`config.mk`:
```
export PLATFORM = sky130hd
export DESIGN_NAME = read_input_status_response_flat
export DESIGN_NICKNAME = d
export VERILOG_FILES = /design/src/rtl/ris_pkg.sv /design/src/rtl/ris_req_if.sv /design/src/rtl/ris_resp_if.sv /design/src/rtl/ris_ram.sv /design/src/rtl/ris_image.sv /design/src/rtl/ris_seq.sv /design/src/rtl/read_input_status_response.sv /design/src/flat_wrapper.sv
export SDC_FILE = /design/constraint.sdc
export NUM_CORES = 2
export LEC_CHECK = 0
export BUFFER_PORTS_ARGS = -buffer_cell sky130_fd_sc_hd__buf_4
export CORE_MARGIN = 1.5
export CORE_UTILIZATION = 50
export DETAILED_ROUTE_END_ITERATION = 6
export PLACE_DENSITY_LB_ADDON = 0.3
export REMOVE_ABC_BUFFERS = 1
export SLEW_MARGIN = 20
export SYNTH_ARGS = -nofsm -noshare
export SYNTH_HDL_FRONTEND = slang
export SYNTH_SLANG_ARGS = --single-unit
```
`constraint.sdc`:
```
create_clock -name clk -period 4.4 [get_ports clk]
set_input_delay 0.44 -clock clk [delete_from_list [all_inputs] [get_ports clk]]
set_output_delay 0.44 -clock clk [all_outputs]
set_load 0.02 [all_outputs]
```
`src/rtl/ris_pkg.sv`:
```
// package: constants, codes and types shared by the status response block
`timescale 1ns / 1ps
package ris_pkg;

  localparam int IMAGE_WORDS = 256;
  localparam int MAX_BITS    = 256;

  localparam int IMG_AW     = $clog2(IMAGE_WORDS);
  localparam int IMAGE_BITS = IMAGE_WORDS * 16;
  localparam int QTY_W      = $clog2(MAX_BITS + 1);
  localparam int NB_W       = $clog2(MAX_BITS / 8 + 2);
  localparam int HCNT_W     = 4;

  localparam logic [HCNT_W-1:0] HDR_LAST  = HCNT_W'(8);
  localparam logic [7:0]        LEN_BASE  = 8'h03;
  localparam logic [7:0]        FLEN_BASE = 8'h09;

  typedef enum logic {
    CMD_WRITE = 1'b0,
    CMD_READ  = 1'b1
  } cmd_t;

  typedef enum logic [1:0] {
    ST_OK       = 2'd0,
    ST_BAD_QTY  = 2'd1,
    ST_BAD_ADDR = 2'd2
  } status_t;

  typedef enum logic [2:0] {
    S_IDLE,
    S_ERR,
    S_HDR,
    S_LOAD,
    S_LATCH,
    S_GATHER
  } seq_state_t;

  typedef struct packed {
    logic              en;
    logic [IMG_AW-1:0] addr;
    logic [15:0]       data;
  } img_wr_t;

  typedef struct packed {
    logic              en;
    logic [IMG_AW-1:0] addr;
  } img_rd_t;

endpackage

```
`src/rtl/ris_req_if.sv`:
```
// interface: request and image write words into the block
`timescale 1ns / 1ps
interface ris_req_if;
  import ris_pkg::*;

  logic        valid;
  logic        ready;
  cmd_t        command;
  logic [7:0]  word_index;
  logic [15:0] word_value;
  logic [15:0] transaction_id;
  logic [15:0] protocol_id;
  logic [7:0]  unit_id;
  logic [7:0]  function_code;
  logic [15:0] start_address;
  logic [10:0] bit_quantity;

  modport source (
    output valid, command, word_index, word_value, transaction_id, protocol_id,
           unit_id, function_code, start_address, bit_quantity,
    input  ready
  );

  modport sink (
    input  valid, command, word_index, word_value, transaction_id, protocol_id,
           unit_id, function_code, start_address, bit_quantity,
    output ready
  );
endinterface

```
`src/rtl/ris_resp_if.sv`:
```
// interface: response frame words out of the block
`timescale 1ns / 1ps
interface ris_resp_if;
  import ris_pkg::*;

  logic       valid;
  logic       ready;
  logic [7:0] tx_byte;
  logic       last_byte;
  logic [7:0] frame_length;
  status_t    status;

  modport source (
    output valid, tx_byte, last_byte, frame_length, status,
    input  ready
  );

  modport sink (
    input  valid, tx_byte, last_byte, frame_length, status,
    output ready
  );
endinterface

```
`src/rtl/ris_ram.sv`:
```
// generic single write, single read ram with registered read data
`timescale 1ns / 1ps
module ris_ram #(
  parameter int WIDTH = 16,
  parameter int DEPTH = 256
) (
  input  logic                     clk,
  input  logic                     we,
  input  logic [$clog2(DEPTH)-1:0] waddr,
  input  logic [WIDTH-1:0]         wdata,
  input  logic                     re,
  input  logic [$clog2(DEPTH)-1:0] raddr,
  output logic [WIDTH-1:0]         rdata
);

  logic [WIDTH-1:0] mem [DEPTH];

  always_ff @(posedge clk) begin
    if (we) begin
      mem[waddr] <= wdata;
    end
    if (re) begin
      rdata <= mem[raddr];
    end
  end

endmodule

```
`src/rtl/ris_image.sv`:
```
// input status image: ram plus per-word valid bits so unwritten words read as zero
`timescale 1ns / 1ps
module ris_image (
  input  logic             clk,
  input  logic             rst,
  input  ris_pkg::img_wr_t wr,
  input  ris_pkg::img_rd_t rd,
  output logic [15:0]      rdata
);
  import ris_pkg::*;

  logic [IMAGE_WORDS-1:0] written;
  logic                   rd_written;
  logic [15:0]            ram_rdata;

  ris_ram #(
    .WIDTH (16),
    .DEPTH (IMAGE_WORDS)
  ) u_ram (
    .clk   (clk),
    .we    (wr.en),
    .waddr (wr.addr),
    .wdata (wr.data),
    .re    (rd.en),
    .raddr (rd.addr),
    .rdata (ram_rdata)
  );

  always_ff @(posedge clk) begin
    if (rst) begin
      written    <= '0;
      rd_written <= 1'b0;
    end else begin
      if (wr.en) begin
        written[wr.addr] <= 1'b1;
      end
      if (rd.en) begin
        rd_written <= written[rd.addr];
      end
    end
  end

  assign rdata = rd_written ? ram_rdata : 16'h0000;

endmodule

```
`src/rtl/ris_seq.sv`:
```
// sequencer: checks request, emits header, gathers bits one per cycle if unstalled
`timescale 1ns / 1ps
module ris_seq (
  input  logic             clk,
  input  logic             rst,
  ris_req_if.sink          req,
  ris_resp_if.source       resp,
  output ris_pkg::img_wr_t wr,
  output ris_pkg::img_rd_t rd,
  input  logic [15:0]      img_rdata
);
  import ris_pkg::*;

  seq_state_t        state, state_next;
  logic [HCNT_W-1:0] hcnt, hcnt_next;
  logic [15:0]       tid, tid_next;
  logic [15:0]       pid, pid_next;
  logic [7:0]        uid, uid_next;
  logic [7:0]        fc, fc_next;
  status_t           stat, stat_next;
  logic [QTY_W-1:0]  qty, qty_next;
  logic [NB_W-1:0]   nbytes, nbytes_next;
  logic [IMG_AW-1:0] waddr, waddr_next;
  logic [3:0]        boff, boff_next;
  logic [15:0]       wreg, wreg_next;
  logic [7:0]        pack_byte, pack_byte_next;
  logic [QTY_W-1:0]  bit_counter, bit_counter_next;

  logic        out_valid, out_valid_next;
  logic [7:0]  out_byte, out_byte_next;
  logic        out_last, out_last_next;
  logic [7:0]  out_flen, out_flen_next;
  status_t     out_stat, out_stat_next;

  logic        can_emit;
  logic [7:0]  flen;
  logic [7:0]  hdr_byte;
  logic        bad_qty, bad_addr;
  logic [16:0] end_bit;
  logic [15:0] first_bit;
  logic        cur_bit;
  logic [7:0]  byte_now;
  logic        last_bit, byte_done;

  assign req.ready = (state == S_IDLE);
  assign can_emit  = !out_valid || resp.ready;
  assign flen      = FLEN_BASE + 8'(nbytes);

  assign bad_qty   = (req.bit_quantity == 11'd0) || (32'(req.bit_quantity) > MAX_BITS);
  assign end_bit   = 17'(req.start_address) - 17'd1 + 17'(req.bit_quantity);
  assign bad_addr  = (req.start_address == 16'd0) || (32'(end_bit) > IMAGE_BITS);
  assign first_bit = req.start_address - 16'd1;

  assign cur_bit   = wreg[boff];
  assign byte_now  = pack_byte | (8'(cur_bit) << bit_counter[2:0]);
  assign last_bit  = (bit_counter + QTY_W'(1)) == qty;
  assign byte_done = (bit_counter[2:0] == 3'd7) || last_bit;

  always_comb begin
    unique case (hcnt)
      4'd0:    hdr_byte = tid[15:8];
      4'd1:    hdr_byte = tid[7:0];
      4'd2:    hdr_byte = pid[15:8];
      4'd3:    hdr_byte = pid[7:0];
      4'd4:    hdr_byte = 8'h00;
      4'd5:    hdr_byte = LEN_BASE + 8'(nbytes);
      4'd6:    hdr_byte = uid;
      4'd7:    hdr_byte = fc;
      4'd8:    hdr_byte = 8'(nbytes);
      default: hdr_byte = 8'h00;
    endcase
  end

  always_ff @(posedge clk) begin
    if (rst) begin
      state     <= S_IDLE;
      out_valid <= 1'b0;
    end else begin
      state     <= state_next;
      out_valid <= out_valid_next;
    end
    hcnt        <= hcnt_next;
    tid         <= tid_next;
    pid         <= pid_next;
    uid         <= uid_next;
    fc          <= fc_next;
    stat        <= stat_next;
    qty         <= qty_next;
    nbytes      <= nbytes_next;
    waddr       <= waddr_next;
    boff        <= boff_next;
    wreg        <= wreg_next;
    pack_byte   <= pack_byte_next;
    bit_counter <= bit_counter_next;
    out_byte    <= out_byte_next;
    out_last    <= out_last_next;
    out_flen    <= out_flen_next;
    out_stat    <= out_stat_next;
  end

  always_comb begin
    state_next       = state;
    hcnt_next        = hcnt;
    tid_next         = tid;
    pid_next         = pid;
    uid_next         = uid;
    fc_next          = fc;
    stat_next        = stat;
    qty_next         = qty;
    nbytes_next      = nbytes;
    waddr_next       = waddr;
    boff_next        = boff;
    wreg_next        = wreg;
    pack_byte_next   = pack_byte;
    bit_counter_next = bit_counter;
    out_valid_next   = out_valid && !resp.ready;
    out_byte_next    = out_byte;
    out_last_next    = out_last;
    out_flen_next    = out_flen;
    out_stat_next    = out_stat;
    wr.en            = 1'b0;
    wr.addr          = IMG_AW'(req.word_index);
    wr.data          = req.word_value;
    rd.en            = 1'b0;
    rd.addr          = waddr;

    unique case (state)
      S_IDLE: begin
        if (req.valid) begin
          if (req.command == CMD_WRITE) begin
            wr.en = 32'(req.word_index) < IMAGE_WORDS;
          end else begin
            tid_next         = req.transaction_id;
            pid_next         = req.protocol_id;
            uid_next         = req.unit_id;
            fc_next          = req.function_code;
            qty_next         = QTY_W'(req.bit_quantity);
            nbytes_next      = NB_W'((12'(req.bit_quantity) + 12'd7) >> 3);
            waddr_next       = IMG_AW'(first_bit >> 4);
            boff_next        = first_bit[3:0];
            hcnt_next        = '0;
            pack_byte_next   = 8'h00;
            bit_counter_next = '0;
            if (bad_qty) begin
              stat_next  = ST_BAD_QTY;
              state_next = S_ERR;
            end else if (bad_addr) begin
              stat_next  = ST_BAD_ADDR;
              state_next = S_ERR;
            end else begin
              stat_next  = ST_OK;
              state_next = S_HDR;
            end
          end
        end
      end
      S_ERR: begin
        if (can_emit) begin
          out_valid_next = 1'b1;
          out_byte_next  = 8'h00;
          out_last_next  = 1'b1;
          out_flen_next  = 8'h00;
          out_stat_next  = stat;
          state_next     = S_IDLE;
        end
      end
      S_HDR: begin
        if (can_emit) begin
          out_valid_next = 1'b1;
          out_byte_next  = hdr_byte;
          out_last_next  = 1'b0;
          out_flen_next  = flen;
          out_stat_next  = ST_OK;
          hcnt_next      = hcnt + HCNT_W'(1);
          if (hcnt == HDR_LAST) begin
            state_next = S_LOAD;
          end
        end
      end
      S_LOAD: begin
        rd.en      = 1'b1;
        state_next = S_LATCH;
      end
      S_LATCH: begin
        wreg_next  = img_rdata;
        state_next = S_GATHER;
      end
      S_GATHER: begin
        if (!byte_done || can_emit) begin
          bit_counter_next = bit_counter + QTY_W'(1);
          boff_next        = boff + 4'd1;
          pack_byte_next   = byte_now;
          if (byte_done) begin
            out_valid_next = 1'b1;
            out_byte_next  = byte_now;
            out_last_next  = last_bit;
            out_flen_next  = flen;
            out_stat_next  = ST_OK;
            pack_byte_next = 8'h00;
          end
          if (last_bit) begin
            state_next = S_IDLE;
          end else if (boff == 4'd15) begin
            waddr_next = waddr + IMG_AW'(1);
            state_next = S_LOAD;
          end
        end
      end
      default: begin
        state_next = S_IDLE;
      end
    endcase
  end

  assign resp.valid        = out_valid;
  assign resp.tx_byte      = out_byte;
  assign resp.last_byte    = out_last;
  assign resp.frame_length = out_flen;
  assign resp.status       = out_stat;

endmodule

```
`src/rtl/read_input_status_response.sv`:
```
// top level: modbus read discrete inputs response generator
//
// req channel (sink): a word with command write stores word_value into image
// word word_index and gives no result; indexes beyond the image
// are dropped. A word with command read asks for bit_quantity status bits
// starting at start_address (counted from one).
// resp channel (source): one frame byte per word, last_byte on the final one.
// A good frame is 9 header bytes and ceil(bit_quantity/8) data bytes, all
// carrying frame_length; a bad quantity or address gives one zero word with
// status set and last_byte high.
// A taken good read moves the sequencer to the header state, which registers
// the first header byte in the output register. A read keeps the block busy for
// the header, the single gather step (one bit a cycle unless output stalls) and
// an image fetch (load, latch) per word. ready is high only while idle.
// Reset clears the sequencer, the output register and the written marks of the
// image, so every image word reads as zero until written.
// A receiver stall holds the output register; the sequencer waits behind it.
`timescale 1ns / 1ps
module read_input_status_response (
  input  logic       clk,
  input  logic       rst,
  ris_req_if.sink    req,
  ris_resp_if.source resp
);
  import ris_pkg::*;

  img_wr_t     wr;
  img_rd_t     rd;
  logic [15:0] img_rdata;

  ris_image u_image (
    .clk   (clk),
    .rst   (rst),
    .wr    (wr),
    .rd    (rd),
    .rdata (img_rdata)
  );

  ris_seq u_seq (
    .clk       (clk),
    .rst       (rst),
    .req       (req),
    .resp      (resp),
    .wr        (wr),
    .rd        (rd),
    .img_rdata (img_rdata)
  );

`ifndef NO_ASSERTIONS
  a_read_busy: assert property (@(posedge clk) disable iff (rst)
    req.valid && req.ready && req.command == CMD_READ |=> !req.ready)
    else $error("ready stayed high after a read request");

  a_write_idle: assert property (@(posedge clk) disable iff (rst)
    req.valid && req.ready && req.command == CMD_WRITE |=> req.ready)
    else $error("write word left the block busy");

  a_err_word: assert property (@(posedge clk) disable iff (rst)
    resp.valid && resp.status != ST_OK |->
      resp.last_byte && resp.tx_byte == 8'h00 && resp.frame_length == 8'h00)
    else $error("error word is not a lone zero word");

  a_ok_len: assert property (@(posedge clk) disable iff (rst)
    resp.valid && resp.status == ST_OK |-> resp.frame_length >= 8'd10)
    else $error("good frame with too short frame_length");
`endif

endmodule
```
`src/flat_wrapper.sv`:
```
// flat-port wrapper written by rule: the top's interface ports become plain ports
module read_input_status_response_flat import ris_pkg::*;
  (clk, rst, req_valid, req_command, req_word_index, req_word_value, req_transaction_id, req_protocol_id, req_unit_id, req_function_code, req_start_address, req_bit_quantity, req_ready, resp_valid, resp_tx_byte, resp_last_byte, resp_frame_length, resp_status, resp_ready);
  ris_req_if req_i ();
  ris_resp_if resp_i ();
  input  logic clk;
  input  logic rst;
  input wire logic [$bits(req_i.valid)-1:0] req_valid;
  input wire logic [$bits(req_i.command)-1:0] req_command;
  input wire logic [$bits(req_i.word_index)-1:0] req_word_index;
  input wire logic [$bits(req_i.word_value)-1:0] req_word_value;
  input wire logic [$bits(req_i.transaction_id)-1:0] req_transaction_id;
  input wire logic [$bits(req_i.protocol_id)-1:0] req_protocol_id;
  input wire logic [$bits(req_i.unit_id)-1:0] req_unit_id;
  input wire logic [$bits(req_i.function_code)-1:0] req_function_code;
  input wire logic [$bits(req_i.start_address)-1:0] req_start_address;
  input wire logic [$bits(req_i.bit_quantity)-1:0] req_bit_quantity;
  output wire logic [$bits(req_i.ready)-1:0] req_ready;
  output wire logic [$bits(resp_i.valid)-1:0] resp_valid;
  output wire logic [$bits(resp_i.tx_byte)-1:0] resp_tx_byte;
  output wire logic [$bits(resp_i.last_byte)-1:0] resp_last_byte;
  output wire logic [$bits(resp_i.frame_length)-1:0] resp_frame_length;
  output wire logic [$bits(resp_i.status)-1:0] resp_status;
  input wire logic [$bits(resp_i.ready)-1:0] resp_ready;
  assign req_i.valid = req_valid;
  assign req_i.command = req_command;
  assign req_i.word_index = req_word_index;
  assign req_i.word_value = req_word_value;
  assign req_i.transaction_id = req_transaction_id;
  assign req_i.protocol_id = req_protocol_id;
  assign req_i.unit_id = req_unit_id;
  assign req_i.function_code = req_function_code;
  assign req_i.start_address = req_start_address;
  assign req_i.bit_quantity = req_bit_quantity;
  assign req_ready = req_i.ready;
  assign resp_valid = resp_i.valid;
  assign resp_tx_byte = resp_i.tx_byte;
  assign resp_last_byte = resp_i.last_byte;
  assign resp_frame_length = resp_i.frame_length;
  assign resp_status = resp_i.status;
  assign resp_i.ready = resp_ready;
  read_input_status_response u_core (.clk(clk), .rst(rst), .req(req_i), .resp(resp_i));
endmodule
```
==> results.ini <==
[detailed_routing]
remaining_drc_errors=0
drtIter0Drc=13600
vias_per_cell=6.43
wire_per_inst_um=33.1
drt_pre_antenna_iters=6
detailroute.wirelength.met2_mm=225
met3_routed_wl_mm=51.3
drt-met1-wl_mm=184
route.top_layer_used=met5
wl_mm=479
antenna_left=0
num_vias=93200

[clock_tree]
h_tree_levels=5
clk_path_buf_depth=4
worst_setup_hold_path_clk_slew_ns=0.06
cts_tree=yes
clkLatencyLatePin_ns=0.99
tritoncts.num_buffers=438
ctsRootBufferMaster=clkbuf_16
clkSinkCount=4505

[logic_synthesis]
postSynthCellCount=8863
ys_dominant_reg_cell=edfxtp_1
netlist.area_leader.share_pct=72.9
yosys_warnings=0
number_of_enable_type_register_cells_in_the_synthesized_netlist=4244
ys_ff_latch=4505
mappedNetlistArea_um2=175000
synth.lib_cells_used.distinct=71
synth_commonest_cells=4,244 x edfxtp_1, 927 x mux4_2, 897 x nor2_1
synth.largest_area_cell=edfxtp_1
synthMostInstantiatedCell=edfxtp_1
main_area_contributors_after_synthesis=edfxtp_1 73%, mux4_2 12%, mux2i_1 3.4%
postSynthAreaPerCell_um2=19.7
synth-seq-area-share_pct=75.9
asr_flop_ratio_synth_pct=0

[global_route]
grt_use_total_pct=26.8
grt_overflow_total=0
wire_length_of_the_first_global_routing_pass_mm=678
maximum_number_of_pins_on_one_net_before_global_route_repair=131
antenna_found_initial=29
via_count_of_the_first_global_routing_pass=91900

[power]
cellLeakagePower_nw=64.9
p_per_area_nw_per_um2=447
p_clk_share_pct=42.4
power_total_mw=89.6
combPwrFrac_pct=5.2
p_switching_mw=19.3
power.share.switching_pct=21.5
p_seq_share_pct=52.4
power_report.internal_total_mw=70.3
irDropWorstVdd_uv=396

[floorplanning]
die_w_um=594
std_cell_rows=216
dieArea_um2=353000
ports=125
core_um2=347000
initial_core_util_pct=50.4
die_h_um=594

[place]
place_area_um2=185000
dp_hpwl_mm=277
buffer_ports.inserted=123
gp_weighted_congestion=0.888
place.detailed.instances=13600

[finish]
area_growth_syn_to_layout_pct=14.6
drive_above_1_share_pct=25.6
final_cells=14500
final_design_area_no_fill_um2=200000
num-nets-final=9667

[job]
cap_viol_max_count=0

[sta]
grt_setup_unrepaired=false
timing.clock.skew_ns=0.0490
finalSetupViolCount=0
worst_slew_pin_slew_ns=1.35
max_freq_mhz=233
post_route_fraction_of_the_period_consumed_by_the_critical_path_pct=97.4
slew_viol_final=0
max-slew-margin-rel_pct=10.3
final_hold_viol_count=0
final.min_clock_period_ns=4.28
fin_hold_ws_ns=0.0669

[setup_path]
worst_path_largest_cell_delay_ns=0.76
cp_data_arrival_time_ns=5.18
crit_type=reg2reg
critPathSlowestCell=edfxtp_1
rrSetupSlack_ns=0.12
critical_path.max_fanout=48
start_kind=flop
crit_chain=buf_4 > nor2b_1 > buf_4 > a221oi_1 > a21oi_1 > nor4b_1 > buf_4 > o41ai_2 > o311ai_1 > o31ai_1
worstPathBufferInverterCount=3
crit_path_end_kind=flop
path_delay_family=compound AO/OA/AOI/OAI gates
critical_path_required_ns=5.30
path_common_cell=buf_4

[min_path]
worstHoldPathType=in2reg

[outcome]
outcome=complete, no violations

worst paths after layout:
kind,startpoint,to,depth (start not counted)
min,req_word_value[10],u_core.u_image.u_ram.mem[227][10],1
max reg2reg,u_core.u_seq.waddr[1],u_core.u_image.rd_written,10
max,u_core.u_seq.waddr[1],u_core.u_image.rd_written,10
min reg2reg,u_core.u_image.written[214],u_core.u_image.written[214],2
state kept, by name, summed over array words and instances, names as in the netlist, 7 cells and up:
signal and cells:
u_core.u_seq.fc 8, u_core.u_seq.pid 16, u_core.u_seq.wreg 16, u_core.u_image.written 256, u_core.u_seq.tid 16, u_core.u_seq.waddr 8
u_core.u_seq.resp.frame_length 7, u_core.u_image.u_ram.rdata 16, u_core.u_seq.qty 9, u_core.u_seq.uid 8, u_core.u_seq.pack_byte 8, u_core.u_seq.bit_counter 9
u_core.u_image.u_ram.mem 4096, u_core.u_seq.resp.tx_byte 8
what timing repair did:
item | 4_1_cts | 5_1_grt
gates resized for setup | 1 | 0
hold buffers | 72 | 0
hold endpoints to repair | 163 | 0
setup buffers | 0 | 0
endpoints found under the setup margin | 1 | 0
layer usage:
layer | global-route usage [%] | up-vias
met5 | 0 | -
met3 | 5.34 | 871
met4 | 9.25 | 18
met1 | 37.8 | 49000
li1 | - | 37800
met2 | 42.0 | 5553
cells by family after synthesis:
kind of cell	after synthesis	share of synthesized area (%)
AO/OA/AOI/OAI	984	3.87
adder cells (fa/ha/maj)	40	0.290
other	1	0.00214
buffers and inverters	579	1.53
multiplexers	1536	15.4
AND/OR/NAND/NOR	1165	2.70
flip-flops	4505	75.9
XOR/XNOR	53	0.305
area by class of cell:
cell class / instances / area (µm²)
sequential: 4505 / 133000
antenna: 6 / 15.0
clock inverter: 260 / 2750
multi-input combinational: 3779 / 40200
clock buffer: 561 / 11900
timing repair buffer: 731 / 6900
inverter: 68 / 268
fill: 24900 / 147000
tap: 4578 / 5730
layout by cell type (no fill, tap or decap), drive strengths merged, types with 12 or more instances in the layout:
cell type and n:
a21oi 234, a22oi 30, clkinvlp 13, clkinv 190
xnor2 36, o221ai 279, o21ai 108, and2 22
clkbuf 575, a211oi 23, xor2 12, nor2 897
mux4 927, nand2 104, mux2i 598, nor2b 16
buf 645, inv 80, dlygate4sd3 72, edfxtp 4244
bufinv 45, nor3 32, o21ba 30, and3 12
dfxtp 261, o22ai 204, nand3 33, ha 39
power by group through the flow:
stage / logic, mW / registers, mW / clock network (mW)
floorplan: 5.47 / 48.3 / 0
global placement: 4.43 / 47.9 / 0
detailed placement: 4.52 / 47.9 / 0
CTS: 4.59 / 47.0 / 38.3
global route: 4.82 / 47.0 / 40.0
finish: 4.64 / 47.0 / 38.0
metrics by stage:
stage	setup slack [ns]	util [%]	TNS [ns]
after floorplan	-47.97	-	-1180.05
after global placement	0.0437	53.3	0
after detailed placement	-0.0539	53.3	-0.0539
after CTS	0.271	57.7	0
after global routing	0.115	57.7	0
final	0.116	57.7	0
Power figures use the tool's default switching activity.
